<file path="src/design/rtp_pkg.sv">
// Shared types, codes and the tone table of the RTTTL note parser.
package rtp_pkg;

    // One character of the ring-tone string.
    typedef struct packed {
        logic [7:0] char_code;
        logic       end_of_text;
    } char_item_t;

    // One parsed note.
    typedef struct packed {
        logic        is_rest;
        logic [11:0] tone_hz;
        logic [18:0] length_ms;
        logic        bad_note;
        logic        song_end;
    } note_item_t;

    // Sequencer around the shared divider.
    typedef enum logic [1:0] {
        ST_IDLE,
        ST_DIV1,
        ST_DIV2,
        ST_OUT
    } state_t;

    // String sections.
    localparam logic [1:0] SEC_NAME     = 2'd0;
    localparam logic [1:0] SEC_DEFAULTS = 2'd1;
    localparam logic [1:0] SEC_NOTES    = 2'd2;

    // Field phases in the default section.
    localparam logic [3:0] PH_NONE     = 4'd0;
    localparam logic [3:0] PH_DLEN     = 4'd1;
    localparam logic [3:0] PH_DLEN2    = 4'd2;
    localparam logic [3:0] PH_DOCT     = 4'd3;
    localparam logic [3:0] PH_BPM      = 4'd4;
    localparam logic [3:0] PH_BPM2     = 4'd5;
    localparam logic [3:0] PH_BPM3     = 4'd6;

    // Field phases in the note section.
    localparam logic [3:0] PH_NLEN1    = 4'd1;
    localparam logic [3:0] PH_NLEN2    = 4'd2;
    localparam logic [3:0] PH_LETTER   = 4'd3;
    localparam logic [3:0] PH_SHARP    = 4'd4;
    localparam logic [3:0] PH_DOT      = 4'd5;
    localparam logic [3:0] PH_OCT      = 4'd6;
    localparam logic [3:0] PH_DOT2     = 4'd7;

    localparam logic [3:0] REST_CODE   = 4'd15;
    localparam logic [3:0] SEMI_B      = 4'd11;

    // Reset values of the defaults.
    localparam logic [6:0] DFLT_LEN    = 7'd4;
    localparam logic [3:0] DFLT_OCT    = 4'd6;
    localparam logic [9:0] DFLT_BPM    = 10'd63;

    localparam logic [15:0] MS_PER_MINUTE = 16'd60000;

    // Frequencies of octaves four to seven, twelve semitones each.
    localparam logic [11:0] TONE_TABLE [48] = '{
        12'd262,  12'd277,  12'd294,  12'd311,  12'd330,  12'd349,
        12'd370,  12'd392,  12'd415,  12'd440,  12'd466,  12'd494,
        12'd523,  12'd554,  12'd587,  12'd622,  12'd659,  12'd698,
        12'd740,  12'd784,  12'd830,  12'd880,  12'd932,  12'd988,
        12'd1047, 12'd1109, 12'd1175, 12'd1244, 12'd1319, 12'd1397,
        12'd1480, 12'd1568, 12'd1660, 12'd1760, 12'd1865, 12'd1976,
        12'd2093, 12'd2218, 12'd2349, 12'd2489, 12'd2637, 12'd2794,
        12'd2960, 12'd3136, 12'd3320, 12'd3520, 12'd3728, 12'd3951
    };

endpackage

</file>
<file path="src/design/rtp_div.sv">
// Restoring 16-bit divider producing one quotient bit per cycle.
module rtp_div (
    input  logic        clk,
    input  logic        rst_n,
    input  logic        start,
    input  logic [15:0] dividend,
    input  logic [15:0] divisor,
    output logic        done,
    output logic [15:0] quotient
);
    logic [15:0] rem_reg, rem_next;
    logic [15:0] quo_reg, quo_next;
    logic [15:0] div_reg, div_next;
    logic [3:0]  cnt_reg, cnt_next;
    logic        busy_reg, busy_next;
    logic        done_reg, done_next;
    logic [16:0] shifted;
    logic [16:0] diff;
    logic        fits;

    // Trial subtraction of the divisor from the shifted remainder.
    assign shifted = {rem_reg, quo_reg[15]};
    assign diff    = shifted - {1'b0, div_reg};
    assign fits    = shifted >= {1'b0, div_reg};

    always_comb
    begin
        rem_next  = rem_reg;
        quo_next  = quo_reg;
        div_next  = div_reg;
        cnt_next  = cnt_reg;
        busy_next = busy_reg;
        done_next = 1'b0;
        if (start)
        begin
            rem_next  = '0;
            quo_next  = dividend;
            div_next  = divisor;
            cnt_next  = '0;
            busy_next = 1'b1;
        end
        else if (busy_reg)
        begin
            rem_next = fits ? diff[15:0] : shifted[15:0];
            quo_next = {quo_reg[14:0], fits};
            cnt_next = cnt_reg + 4'd1;
            if (cnt_reg == 4'd15)
            begin
                busy_next = 1'b0;
                done_next = 1'b1;
            end
        end
    end

    // Control state is reset; the datapath is not.
    always_ff @(posedge clk or negedge rst_n)
    begin
        if (!rst_n)
        begin
            busy_reg <= 1'b0;
            done_reg <= 1'b0;
            cnt_reg  <= '0;
        end
        else
        begin
            busy_reg <= busy_next;
            done_reg <= done_next;
            cnt_reg  <= cnt_next;
        end
    end

    always_ff @(posedge clk)
    begin
        rem_reg <= rem_next;
        quo_reg <= quo_next;
        div_reg <= div_next;
    end

    assign done     = done_reg;
    assign quotient = quo_reg;

endmodule

</file>
<file path="src/design/rtttl_note_parser_top.sv">
// Top level of the RTTTL note parser: character parser, sequencer and note register.
//
//  Channel | Direction | Payload      | Handshake
//  --------+-----------+--------------+-------------------------
//  char    | in        | char_item_t  | char_valid / char_stall
//  note    | out       | note_item_t  | note_valid / note_stall
//
// A character that finishes no note is taken at once while the sequencer is idle.
// A character that finishes a note keeps char_stall high while the note passes
// twice through the shared bit-serial divider, each pass until its done flag is
// read, tempo first and then note length, and then through the hand-over, which
// a stalled output can hold. A zero tempo or length skips the divider. Reset is
// asynchronous and active low and needs no clearing pass.
// A stalled note waits in the output register while the next characters are
// still taken; a second note then waits in the sequencer until it is free.
module rtttl_note_parser_top (
    input  logic                clk,
    input  logic                rst_n,
    input  logic                char_valid,
    output logic                char_stall,
    input  rtp_pkg::char_item_t char_item,
    output logic                note_valid,
    input  logic                note_stall,
    output rtp_pkg::note_item_t note_item
);
    import rtp_pkg::*;

    // Parser state.
    logic [1:0] section_reg, section_next;
    logic [3:0] phase_reg, phase_next;
    logic [6:0] dflt_len_reg, dflt_len_next;
    logic [3:0] dflt_oct_reg, dflt_oct_next;
    logic [9:0] bpm_reg, bpm_next;
    logic [6:0] note_len_reg, note_len_next;
    logic [3:0] semi_reg, semi_next;
    logic [3:0] note_oct_reg, note_oct_next;
    logic       dot_reg, dot_next;

    // Values after the character, before a note is taken out.
    logic [1:0] sec_c;
    logic [3:0] ph_c;
    logic [6:0] dl_c;
    logic [3:0] do_c;
    logic [9:0] bpm_c;
    logic [6:0] nl_c;
    logic [3:0] semi_c;
    logic [3:0] no_c;
    logic       dot_c;
    logic       comma_emit;
    logic       emit;
    logic       handled;

    // Note under computation.
    state_t      state_reg, state_next;
    logic [6:0]  sn_len_reg, sn_len_next;
    logic [3:0]  sn_semi_reg, sn_semi_next;
    logic [3:0]  sn_oct_reg, sn_oct_next;
    logic        sn_dot_reg, sn_dot_next;
    logic        sn_end_reg, sn_end_next;
    logic        sn_zero_reg, sn_zero_next;
    logic [18:0] len_reg, len_next;

    // Output register.
    logic       note_valid_reg, note_valid_next;
    note_item_t note_item_reg, note_item_next;

    // Divider port.
    logic        div_start;
    logic [15:0] div_dividend;
    logic [15:0] div_divisor;
    logic        div_done;
    logic [15:0] div_quotient;

    logic [7:0]  c;
    logic        accept;
    logic        is_digit;
    logic [3:0]  digit;
    logic [3:0]  letter;
    logic [17:0] len4;
    logic        out_rest;
    logic        out_bad;
    logic [5:0]  tone_idx;

    assign c        = char_item.char_code;
    assign accept   = char_valid && !char_stall;
    assign is_digit = c inside {[8'h30:8'h39]};
    assign digit    = c[3:0];

    // Semitone of a note letter; anything else is a rest.
    always_comb
    begin
        case (c)
            "c":     letter = 4'd0;
            "d":     letter = 4'd2;
            "e":     letter = 4'd4;
            "f":     letter = 4'd5;
            "g":     letter = 4'd7;
            "a":     letter = 4'd9;
            "b":     letter = SEMI_B;
            default: letter = REST_CODE;
        endcase
    end

    // Character parser: effect of the character on the parser state.
    always_comb
    begin
        sec_c      = section_reg;
        ph_c       = phase_reg;
        dl_c       = dflt_len_reg;
        do_c       = dflt_oct_reg;
        bpm_c      = bpm_reg;
        nl_c       = note_len_reg;
        semi_c     = semi_reg;
        no_c       = note_oct_reg;
        dot_c      = dot_reg;
        comma_emit = 1'b0;
        handled    = 1'b0;
        case (section_reg)
            SEC_DEFAULTS:
            begin
                case (phase_reg)
                    PH_DLEN, PH_DOCT, PH_BPM:
                    begin
                        if (c == "=" || c == " ")
                        begin
                            handled = 1'b1;
                        end
                        else if (is_digit)
                        begin
                            handled = 1'b1;
                            if (phase_reg == PH_DLEN)
                            begin
                                dl_c = {3'b000, digit};
                                ph_c = PH_DLEN2;
                            end
                            else if (phase_reg == PH_DOCT)
                            begin
                                do_c = digit;
                                ph_c = PH_NONE;
                            end
                            else
                            begin
                                bpm_c = {6'b000000, digit};
                                ph_c  = PH_BPM2;
                            end
                        end
                    end
                    PH_DLEN2:
                    begin
                        if (is_digit)
                        begin
                            handled = 1'b1;
                            dl_c    = 7'(({3'b000, dflt_len_reg} * 10'd10) + {6'b0, digit});
                            ph_c    = PH_NONE;
                        end
                    end
                    PH_BPM2, PH_BPM3:
                    begin
                        if (is_digit)
                        begin
                            handled = 1'b1;
                            bpm_c   = 10'(({4'b0000, bpm_reg} * 14'd10) + {10'b0, digit});
                            ph_c    = (phase_reg == PH_BPM2) ? PH_BPM3 : PH_NONE;
                        end
                    end
                    default:
                    begin
                        handled = 1'b0;
                    end
                endcase
                // Anything not taken as a value is read as a key.
                if (!handled)
                begin
                    ph_c = PH_NONE;
                    if (c == ":")
                    begin
                        sec_c  = SEC_NOTES;
                        nl_c   = dflt_len_reg;
                        no_c   = dflt_oct_reg;
                        semi_c = REST_CODE;
                        dot_c  = 1'b0;
                    end
                    else if (c == "d")
                    begin
                        dl_c = '0;
                        ph_c = PH_DLEN;
                    end
                    else if (c == "o")
                    begin
                        do_c = '0;
                        ph_c = PH_DOCT;
                    end
                    else if (c == "b")
                    begin
                        bpm_c = '0;
                        ph_c  = PH_BPM;
                    end
                end
            end
            SEC_NOTES:
            begin
                if (c == " ")
                begin
                    ph_c = phase_reg;
                end
                else if (phase_reg <= PH_NLEN2)
                begin
                    if (c == ",")
                    begin
                        comma_emit = (phase_reg != PH_NONE);
                    end
                    else if (phase_reg == PH_NONE && is_digit)
                    begin
                        nl_c = {3'b000, digit};
                        ph_c = PH_NLEN1;
                    end
                    else if (phase_reg == PH_NLEN1 && is_digit)
                    begin
                        nl_c = 7'(({3'b000, note_len_reg} * 10'd10) + {6'b0, digit});
                        ph_c = PH_NLEN2;
                    end
                    else
                    begin
                        semi_c = letter;
                        ph_c   = PH_LETTER;
                    end
                end
                else if (c == ",")
                begin
                    comma_emit = 1'b1;
                end
                else if (c == "#" && phase_reg == PH_LETTER)
                begin
                    if (semi_reg < SEMI_B)
                    begin
                        semi_c = semi_reg + 4'd1;
                    end
                    ph_c = PH_SHARP;
                end
                else if (c == "." && (phase_reg == PH_LETTER || phase_reg == PH_SHARP))
                begin
                    dot_c = 1'b1;
                    ph_c  = PH_DOT;
                end
                else if (c == "." && phase_reg == PH_OCT)
                begin
                    dot_c = 1'b1;
                    ph_c  = PH_DOT2;
                end
                else if (is_digit && phase_reg >= PH_LETTER && phase_reg <= PH_DOT)
                begin
                    no_c = digit;
                    ph_c = PH_OCT;
                end
            end
            default:
            begin
                // Song name: skip up to the first colon.
                if (c == ":")
                begin
                    sec_c = SEC_DEFAULTS;
                    ph_c  = PH_NONE;
                end
            end
        endcase
        emit = comma_emit ||
               (char_item.end_of_text && sec_c == SEC_NOTES && ph_c != PH_NONE);
    end

    // Parser state update: reload after a note, full reset at end of text.
    always_comb
    begin
        section_next  = section_reg;
        phase_next    = phase_reg;
        dflt_len_next = dflt_len_reg;
        dflt_oct_next = dflt_oct_reg;
        bpm_next      = bpm_reg;
        note_len_next = note_len_reg;
        semi_next     = semi_reg;
        note_oct_next = note_oct_reg;
        dot_next      = dot_reg;
        if (accept)
        begin
            section_next  = sec_c;
            phase_next    = ph_c;
            dflt_len_next = dl_c;
            dflt_oct_next = do_c;
            bpm_next      = bpm_c;
            note_len_next = nl_c;
            semi_next     = semi_c;
            note_oct_next = no_c;
            dot_next      = dot_c;
            if (emit)
            begin
                note_len_next = dl_c;
                note_oct_next = do_c;
                semi_next     = REST_CODE;
                dot_next      = 1'b0;
                phase_next    = PH_NONE;
            end
            if (char_item.end_of_text)
            begin
                section_next  = SEC_NAME;
                phase_next    = PH_NONE;
                dflt_len_next = DFLT_LEN;
                dflt_oct_next = DFLT_OCT;
                bpm_next      = DFLT_BPM;
                note_len_next = '0;
                semi_next     = REST_CODE;
                note_oct_next = '0;
                dot_next      = 1'b0;
            end
        end
    end

    // Length times four, and times one and a half when dotted.
    assign len4 = {div_quotient, 2'b00};

    // Note fields from the captured note.
    assign out_rest = (sn_semi_reg >= 4'd12);
    assign out_bad  = sn_zero_reg ||
                      (!out_rest && (sn_oct_reg < 4'd4 || sn_oct_reg > 4'd7));
    assign tone_idx = {1'b0, sn_oct_reg[1:0], 3'b000} + {2'b00, sn_oct_reg[1:0], 2'b00} +
                      {2'b00, sn_semi_reg};

    // Sequencer: tempo division, length division, then hand-over; a zero tempo or length goes straight to hand-over.
    always_comb
    begin
        state_next      = state_reg;
        sn_len_next     = sn_len_reg;
        sn_semi_next    = sn_semi_reg;
        sn_oct_next     = sn_oct_reg;
        sn_dot_next     = sn_dot_reg;
        sn_end_next     = sn_end_reg;
        sn_zero_next    = sn_zero_reg;
        len_next        = len_reg;
        note_valid_next = note_valid_reg;
        note_item_next  = note_item_reg;
        div_start       = 1'b0;
        div_dividend    = MS_PER_MINUTE;
        div_divisor     = {6'b000000, bpm_c};

        if (note_valid_reg && !note_stall)
        begin
            note_valid_next = 1'b0;
        end

        case (state_reg)
            ST_IDLE:
            begin
                if (accept && emit)
                begin
                    sn_len_next  = nl_c;
                    sn_semi_next = semi_c;
                    sn_oct_next  = no_c;
                    sn_dot_next  = dot_c;
                    sn_end_next  = char_item.end_of_text;
                    sn_zero_next = (bpm_c == '0) || (nl_c == '0);
                    len_next     = '0;
                    if ((bpm_c == '0) || (nl_c == '0))
                    begin
                        state_next = ST_OUT;
                    end
                    else
                    begin
                        div_start  = 1'b1;
                        state_next = ST_DIV1;
                    end
                end
            end
            ST_DIV1:
            begin
                div_dividend = div_quotient;
                div_divisor  = {9'b000000000, sn_len_reg};
                if (div_done)
                begin
                    div_start  = 1'b1;
                    state_next = ST_DIV2;
                end
            end
            ST_DIV2:
            begin
                if (div_done)
                begin
                    if (sn_dot_reg)
                    begin
                        len_next = {1'b0, len4} + {2'b00, len4[17:1]};
                    end
                    else
                    begin
                        len_next = {1'b0, len4};
                    end
                    state_next = ST_OUT;
                end
            end
            ST_OUT:
            begin
                if (!note_valid_reg || !note_stall)
                begin
                    note_valid_next          = 1'b1;
                    note_item_next.is_rest   = out_rest || out_bad;
                    note_item_next.tone_hz   = (out_rest || out_bad) ? 12'd0 :
                                               TONE_TABLE[tone_idx];
                    note_item_next.length_ms = len_reg;
                    note_item_next.bad_note  = out_bad;
                    note_item_next.song_end  = sn_end_reg;
                    state_next               = ST_IDLE;
                end
            end
            default:
            begin
                state_next = ST_IDLE;
            end
        endcase
    end

    rtp_div u_div (
        .clk      (clk),
        .rst_n    (rst_n),
        .start    (div_start),
        .dividend (div_dividend),
        .divisor  (div_divisor),
        .done     (div_done),
        .quotient (div_quotient)
    );

    // Control and parser registers.
    always_ff @(posedge clk or negedge rst_n)
    begin
        if (!rst_n)
        begin
            state_reg      <= ST_IDLE;
            note_valid_reg <= 1'b0;
            section_reg    <= SEC_NAME;
            phase_reg      <= PH_NONE;
            dflt_len_reg   <= DFLT_LEN;
            dflt_oct_reg   <= DFLT_OCT;
            bpm_reg        <= DFLT_BPM;
            note_len_reg   <= '0;
            semi_reg       <= REST_CODE;
            note_oct_reg   <= '0;
            dot_reg        <= 1'b0;
        end
        else
        begin
            state_reg      <= state_next;
            note_valid_reg <= note_valid_next;
            section_reg    <= section_next;
            phase_reg      <= phase_next;
            dflt_len_reg   <= dflt_len_next;
            dflt_oct_reg   <= dflt_oct_next;
            bpm_reg        <= bpm_next;
            note_len_reg   <= note_len_next;
            semi_reg       <= semi_next;
            note_oct_reg   <= note_oct_next;
            dot_reg        <= dot_next;
        end
    end

    // Payload registers of the captured note and the output.
    always_ff @(posedge clk)
    begin
        sn_len_reg    <= sn_len_next;
        sn_semi_reg   <= sn_semi_next;
        sn_oct_reg    <= sn_oct_next;
        sn_dot_reg    <= sn_dot_next;
        sn_end_reg    <= sn_end_next;
        sn_zero_reg   <= sn_zero_next;
        len_reg       <= len_next;
        note_item_reg <= note_item_next;
    end

    assign char_stall = (state_reg != ST_IDLE);
    assign note_valid = note_valid_reg;
    assign note_item  = note_item_reg;

endmodule
</file>
<file path="config.mk">
export PLATFORM = sky130hd
export DESIGN_NAME = rtttl_note_parser_top
export DESIGN_NICKNAME = d
export VERILOG_FILES = /design/src/design/rtp_pkg.sv /design/src/design/rtp_div.sv /design/src/design/rtttl_note_parser_top.sv
export SDC_FILE = /design/constraint.sdc
export NUM_CORES = 1
export LEC_CHECK = 0
export BUFFER_PORTS_ARGS = -buffer_cell sky130_fd_sc_hd__buf_2
export CAP_MARGIN = 20
export CORE_UTILIZATION = 45
export DETAILED_ROUTE_END_ITERATION = 8
export SLEW_MARGIN = 20
export SYNTH_ARGS = -nofsm -noshare
export SYNTH_HDL_FRONTEND = slang
export SYNTH_SLANG_ARGS = --single-unit
</file>
<file path="constraint.sdc">
create_clock -name clk -period 5 [get_ports clk]
set_clock_uncertainty 0.15 [all_clocks]
set_input_delay 0.25 -clock clk [delete_from_list [all_inputs] [get_ports clk]]
set_output_delay 0.25 -clock clk [all_outputs]
set_load 0.03 [all_outputs]
</file>
==> qor.log, run 1 <==
qor: outcome.outcome finished, final reports clean
qor: yosys.post_synth_num_cell_types 91
qor: clocking.clockRootBuffer sky130_fd_sc_hd__clkbuf_16
qor: route.antenna_left 0
qor: placed_design.gpl.final_weighted_congestion 0.941
qor: clocking.post_cts_resized 0
qor: placed_design.io_buffers 47
qor: route.detail_route.vias_per_cell 5.91
qor: yosys.ys_seq_elements 163
qor: final_layout.top_library_cells_by_usage_in_the_layout_fill_and_taps_aside sky130_fd_sc_hd__nor2_1, sky130_fd_sc_hd__nand2_1, sky130_fd_sc_hd__edfxtp_1
qor: placed_design.dpl.hpwl 20.8 mm
qor: floorplan.die_height 161 um
qor: timing.finalMaxSlewViolations 0
qor: global_route.grt_pass1_wl 47.8 mm
qor: setup_path.worstPathArrival 4540 ps
qor: yosys.syn_area_per_cell 9.20 um^2
qor: yosys.post_synth_instance_area 11300 um^2
qor: setup_path.ff2ff_path_depth 11
qor: final_layout.areaGrowthSynthToFinish 10.5%
qor: pwr.report.power.total 5.70 mW
qor: setup_path.r2r_start bpm_reg[1]$_DFFE_PN1P_
qor: yosys.proportion_of_synthesized_chip_area_in_sequential_cells 39.6%
qor: timing.fin_crit 4620 ps
qor: global_route.grt_antenna_before_repair 0
qor: clocking.cts_hold_buffers 2
qor: floorplan.boundaryPins 49
qor: setup_path.worst-r2r-setup-slack 380 ps
qor: placed_design.dp_slack 397 ps
qor: yosys.netlist_instances 1232
qor: clocking.clk_transition_reported_paths 70 ps
qor: setup_path.timing.critical_path.required 4920 ps
qor: timing.grt_setup_unrepaired no
qor: timing.max_slew_margin 33.4%
qor: floorplan.fp.dieArea 25800 um^2
qor: global_route.grt_use_total 23.2%
qor: setup_path.setup.worst_path.start_class flip-flop
qor: setup_path.critical_path.max_fanout 16
qor: final_layout.largest_reg_flops 33
qor: timing.final_hold_viol_count 0
qor: route.wirelength_met1 13.5 mm
qor: route.total_via_count_after_detailed_routing 9418
qor: floorplan.initial_core_util 46.2%
qor: timing.timing.final.setup_violations 0
qor: final_layout.drive_gt1_share 11.7%
qor: route.routed_wire_length_per_instance 18.2 um
qor: clocking.tritoncts_clock_tree yes
qor: route.postRouteWirelength 29.0 mm
qor: setup_path.r2r-end u_div.quotient[7]$_SDFFCE_PP0P_
qor: final_layout.fin_area 12500 um^2
qor: floorplan.core.rowCount 57
qor: yosys.synth_async_sr_flop_share 31.9%
qor: clocking.number_of_buffers_created_by_cts 17
qor: final_layout.design.final.nets 1353
qor: route.met3_wirelength_from_detailed_routing 1.60 mm
qor: final_layout.commonest_non_fill_non_tap_cell_in_the_layout sky130_fd_sc_hd__nor2_1
qor: clocking.cts_setup_buffers 0
qor: global_route.leftover_overflow_at_the_end_of_global_routing 0
qor: timing.fin_crit_sh 92.4%
qor: route.firstDrtPassIters 5
qor: clocking.htree_num_levels 4
qor: hold_path.worst_hold_path_ep bpm_reg[0]$_DFFE_PN1P_
qor: route.top_signal_layer_used met4
qor: yosys.synth_warnings 0
qor: clocking.cts_max_path_buffers 2
qor: global_route.largest_net_degree_at_the_start_of_global_routing 53
qor: setup_path.timing.critical_path.to_type flip-flop
qor: setup_path.timing_worst_setup_path_type flip-flop to flip-flop
qor: final_layout.final_core_util 51.0%
qor: pwr.worst_ir_drop_vdd 0.223 mV
qor: yosys.synth_ff_type sky130_fd_sc_hd__edfxtp_1
qor: final_layout.antenna_cells 0
qor: route.routed-wl-met2 13.1 mm
qor: hold_path.hp-class primary input to flip-flop
qor: route.route.detailed.drc 0
qor: pwr.power.static_leakage 5.10 nW
qor: yosys.synth_edf_count 95
qor: yosys.mappedNetlistNets 1328
qor: pwr.p_per_area 455 nW/um^2
qor: placed_design.placedInstanceArea 11900 um^2
qor: flow_run.cap_violations 0
qor: timing.max_freq 216 MHz
qor: timing.worst_pin_slew 996 ps
qor: clocking.clock_latency_at_the_later_pin_of_the_worst_skew_pair 430 ps
qor: route.first_iter_violations 923
qor: timing.final_critical_path_setup_slack 379 ps
qor: hold_path.min_from char_item[0]
qor: hold_path.whs_path_depth 2
qor: timing.fin_setup_tns 0 ps
qor: clocking.numClockSinks 163
qor: floorplan.die_width 161 um
qor: floorplan.design.core.area 24500 um^2
qor: global_route.via_count_of_the_first_global_routing_pass 9157
## cells by family after synthesis
group,Yosys count,synth area share (%)
AO/OA/AOI/OAI,363,21.5
XOR/XNOR,49,3.91
adder cells (fa/ha/maj),83,9.83
buffers and inverters,127,4.66
flip-flops,163,39.6
multiplexers,29,2.57
other,1,0.0331
AND/OR/NAND/NOR,417,17.9
## area by class of cell
| class | instances | area [um^2] |
|---|---|---|
| tap | 324 | 405 |
| fill | 2327 | 12000 |
| inverter | 58 | 218 |
| sequential | 163 | 4490 |
| multi-input combinational | 942 | 6330 |
| clock buffer | 17 | 425 |
| clock inverter | 15 | 199 |
| timing repair buffer | 75 | 450 |
## synth_stat cells (all sizes together) (23+ instances only)
| cell | number | share of area, % |
|---|---|---|
| nor2 | 142 | 4.7 |
| nand2 | 111 | 3.7 |
| edfxtp | 95 | 25 |
| o21ai | 80 | 3.6 |
| a21oi | 79 | 3.5 |
| ha | 73 | 8.1 |
| inv | 58 | 1.9 |
| clkbuf | 47 | 1.6 |
| dfrtp | 39 | 8.6 |
| a211oi | 30 | 2.0 |
| xnor2 | 30 | 2.3 |
| mux2i | 28 | 2.5 |
| nor3 | 28 | 1.3 |
| a21o | 23 | 1.5 |
## routing by layer
layer  vias up  track usage [%]
li1       4589                -
met1      4474             31.7
met2       302             37.2
met3        53             3.43
met4         0             8.92
met5         -                0
## report_power, final
part           internal [mW]  switching, mW
clock network          0.730          0.638
logic                  0.891           1.44
registers               1.79          0.200
total                   3.41           2.28
## metrics by stage
step / hold slack, ps / std cells
floorplan: -196 / 1232
global placement: 253 / 1560
detailed placement: 257 / 1560
CTS: 15.1 / 1594
global route: 24.7 / 1594
finish: 27.2 / 1594
## worst max-delay path, stage by stage (launching register included)
cell and delay [ps]:
sky130_fd_sc_hd__dfstp_2 640, sky130_fd_sc_hd__ha_1 260, sky130_fd_sc_hd__ha_1 220, sky130_fd_sc_hd__fa_1 510
sky130_fd_sc_hd__nand2_1 80, sky130_fd_sc_hd__nor3_1 420, sky130_fd_sc_hd__nand3_1 140, sky130_fd_sc_hd__xnor3_1 390
sky130_fd_sc_hd__a221oi_1 450, sky130_fd_sc_hd__a211oi_2 200, sky130_fd_sc_hd__o21ai_0 210, sky130_fd_sc_hd__o21a_1 590
## worst max path at each step
stage | startpoint | to | slack (ps)
finish | bpm_reg[1]$_DFFE_PN1P_ | u_div.quotient[7]$_SDFFCE_PP0P_ | 380
global route | bpm_reg[1]$_DFFE_PN1P_ | u_div.quotient[8]$_SDFFCE_PP0P_ | 70
CTS | bpm_reg[1]$_DFFE_PN1P_ | u_div.quotient[5]$_SDFFCE_PP1P_ | 390
detailed placement | bpm_reg[1]$_DFFE_PN1P_ | u_div.quotient[4]$_SDFFCE_PP0P_ | 400
global placement | bpm_reg[1]$_DFFE_PN1P_ | u_div.quotient[4]$_SDFFCE_PP0P_ | 500
floorplan | bpm_reg[1]$_DFFE_PN1P_ | u_div.quotient[0]$_SDFFCE_PP0P_ | 910
Note: power is estimated with default switching activity, not from simulation.
==> run 2: changes to the inputs <==
BUFFER_PORTS_ARGS = unset   (was -buffer_cell sky130_fd_sc_hd__buf_2)
DONT_BUFFER_PORTS = 1   (was unset)
==> qor.log, run 2 (synthesized netlist as in run 1, its figures left out) <==
qor: floorplan.core.rowCount 57
qor: route.route.detailed.drc 0
qor: global_route.grt_antenna_before_repair 1
qor: final_layout.design.final.nets 1304
qor: setup_path.setup.worst_path.start_class flip-flop
qor: route.firstDrtPassIters 6
qor: pwr.power.static_leakage 4.91 nW
qor: setup_path.timing.critical_path.required 4920 ps
qor: setup_path.timing.critical_path.to_type flip-flop
qor: timing.worst_pin_slew 1030 ps
qor: floorplan.design.core.area 24500 um^2
qor: floorplan.fp.dieArea 25800 um^2
qor: pwr.clock_power_share 24.4%
qor: final_layout.final.fill_count 2316
qor: timing.max_slew_margin 31.2%
qor: route.first_iter_violations 1002
qor: clocking.clock_latency_at_the_later_pin_of_the_worst_skew_pair 430 ps
qor: timing.fin_setup_tns 0 ps
qor: pwr.seq_power_share 38.7%
qor: final_layout.areaGrowthSynthToFinish 8.51%
qor: timing.grt_setup_unrepaired no
qor: final_layout.top_library_cells_by_usage_in_the_layout_fill_and_taps_aside sky130_fd_sc_hd__nor2_1, sky130_fd_sc_hd__nand2_1, sky130_fd_sc_hd__edfxtp_1
qor: floorplan.die_height 161 um
qor: pwr.power.switching_fraction 40.4%
qor: final_layout.finalNonFillerCells 1546
qor: final_layout.largest_reg_flops 33
qor: clocking.post_cts_resized 0
qor: floorplan.initial_core_util 46.2%
qor: route.total_via_count_after_detailed_routing 9442
qor: global_route.grt_pass1_wl 48.3 mm
qor: timing.fin_crit_sh 90.2%
qor: setup_path.worst-r2r-setup-slack 490 ps
qor: route.routed_wire_length_per_instance 19.2 um
qor: pwr.combinationalPowerShare 36.9%
qor: setup_path.timing_worst_setup_path_type flip-flop to flip-flop
qor: setup_path.critical_path.max_fanout 16
qor: global_route.leftover_overflow_at_the_end_of_global_routing 0
qor: route.detail_route.vias_per_cell 6.11
qor: global_route.largest_net_degree_at_the_start_of_global_routing 53
qor: clocking.htree_num_levels 4
qor: global_route.grt_use_total 23.4%
qor: pwr.p_per_area 458 nW/um^2
qor: global_route.via_count_of_the_first_global_routing_pass 9078
qor: timing.timing.final.setup_violations 0
qor: pwr.switching_power 2.27 mW
qor: clocking.clockRootBuffer sky130_fd_sc_hd__clkbuf_16
qor: setup_path.ff2ff_path_depth 11
qor: timing.max_freq 222 MHz
qor: placed_design.number_of_instances_in_the_placed_design 1506
qor: clocking.clk_transition_reported_paths 70 ps
qor: route.postRouteWirelength 29.6 mm
qor: flow_run.cap_violations 0
qor: hold_path.whs_path_depth 3
qor: outcome.outcome finished, final reports clean
qor: clocking.numClockSinks 163
qor: timing.fin_crit 4510 ps
qor: pwr.worst_ir_drop_vdd 0.277 mV
qor: timing.final_hold_viol_count 0
qor: placed_design.gpl.final_weighted_congestion 0.934
qor: final_layout.drive_gt1_share 7.78%
qor: timing.finalMaxSlewViolations 0
qor: hold_path.hp-class primary input to flip-flop
qor: placed_design.dpl.hpwl 20.7 mm
qor: placed_design.io_buffers 0
qor: pwr.p_int 3.36 mW
qor: floorplan.die_width 161 um
qor: setup_path.worstPathArrival 4440 ps
qor: route.antenna_left 0
qor: clocking.number_of_buffers_created_by_cts 17
qor: clocking.tritoncts_clock_tree yes
qor: floorplan.boundaryPins 49
qor: clocking.cts_max_path_buffers 2
qor: final_layout.commonest_non_fill_non_tap_cell_in_the_layout sky130_fd_sc_hd__nor2_1
run 2: cell types whose count changed in the layout (fill, tap and decap cells not counted), sizes merged:
cell         change
diode            +1
clkinv           -1
inv              +1
buf             -53
dlygate4sd3      +4
run 2: cell type report:
cell class	instances	area (um^2)	area share (%)
Inverter	58	218	1.77
Tap cell	324	405	3.30
Clock buffer	17	425	3.46
Multi-Input combinational cell	942	6330	51.5
Antenna cell	1	2.50	0.0204
Timing Repair Buffer	26	230	1.87
Sequential cell	163	4490	36.5
Clock inverter	15	196	1.60
run 2: path summary, 6_finish.rpt:
check	startpoint	end
max	bpm_reg[1]$_DFFE_PN1P_	u_div.quotient[11]$_SDFFCE_PP1P_
min	char_item[4]	dflt_oct_reg[3]$_DFFE_PN0P_
max reg2reg	bpm_reg[1]$_DFFE_PN1P_	u_div.quotient[11]$_SDFFCE_PP1P_
min reg2reg	len_reg[18]$_SDFFCE_PN0P_	note_item[20]$_DFFE_PP_
max in group asynchronous	rst_n	semi_reg[2]$_DFFE_PN1P_
min in group asynchronous	rst_n	note_len_reg[5]$_DFFE_PN0P_
run 2: critical path, cell delays in order (launching register included):
cell                       delay, ps
sky130_fd_sc_hd__dfstp_2         630
sky130_fd_sc_hd__ha_1            260
sky130_fd_sc_hd__ha_1            230
sky130_fd_sc_hd__fa_1            520
sky130_fd_sc_hd__nand2_1          80
sky130_fd_sc_hd__nor3_1          430
sky130_fd_sc_hd__nand3_1         130
sky130_fd_sc_hd__xnor3_1         400
sky130_fd_sc_hd__a221oi_1        390
sky130_fd_sc_hd__a211oi_2        190
sky130_fd_sc_hd__o21ai_0         170
sky130_fd_sc_hd__o21a_1          560
run 2: power groups by stage:
stage / Clock (mW) / Sequential (mW) / Combinational, mW
CTS: 1.40 / 2.18 / 2.06
global route: 1.45 / 2.22 / 2.30
detailed placement: 0 / 2.21 / 2.02
floorplan: 0 / 2.14 / 1.60
finish: 1.37 / 2.18 / 2.08
global placement: 0 / 2.20 / 2.01
run 2: metal layers:
layer	global-route usage, %	wire length, um	part of all wire, %	vias up
met5	0	0	0	-
met4	7.33	696	2.3	0
met3	4.70	1700	5.7	58
met2	37.2	13500	45	339
met1	31.9	13800	46	4572
li1	-	-	-	4473
run 2: timing repair:
action	CTS	global route
hold endpoints to repair	67	0
hold buffers	7	0
setup buffers	0	0
run 2: stage by stage:
step	area (um^2)	hold slack [ps]	utilization [%]	power (mW)	setup WS [ps]
finish	12300	4.96	50.1	5.63	488
CTS	12300	0.645	50.1	5.63	453
global route	12300	20.7	50.1	5.96	193
floorplan	11300	-196	-	3.74	908
global placement	11600	-193	47.2	4.21	531
detailed placement	11600	-193	47.2	4.23	478
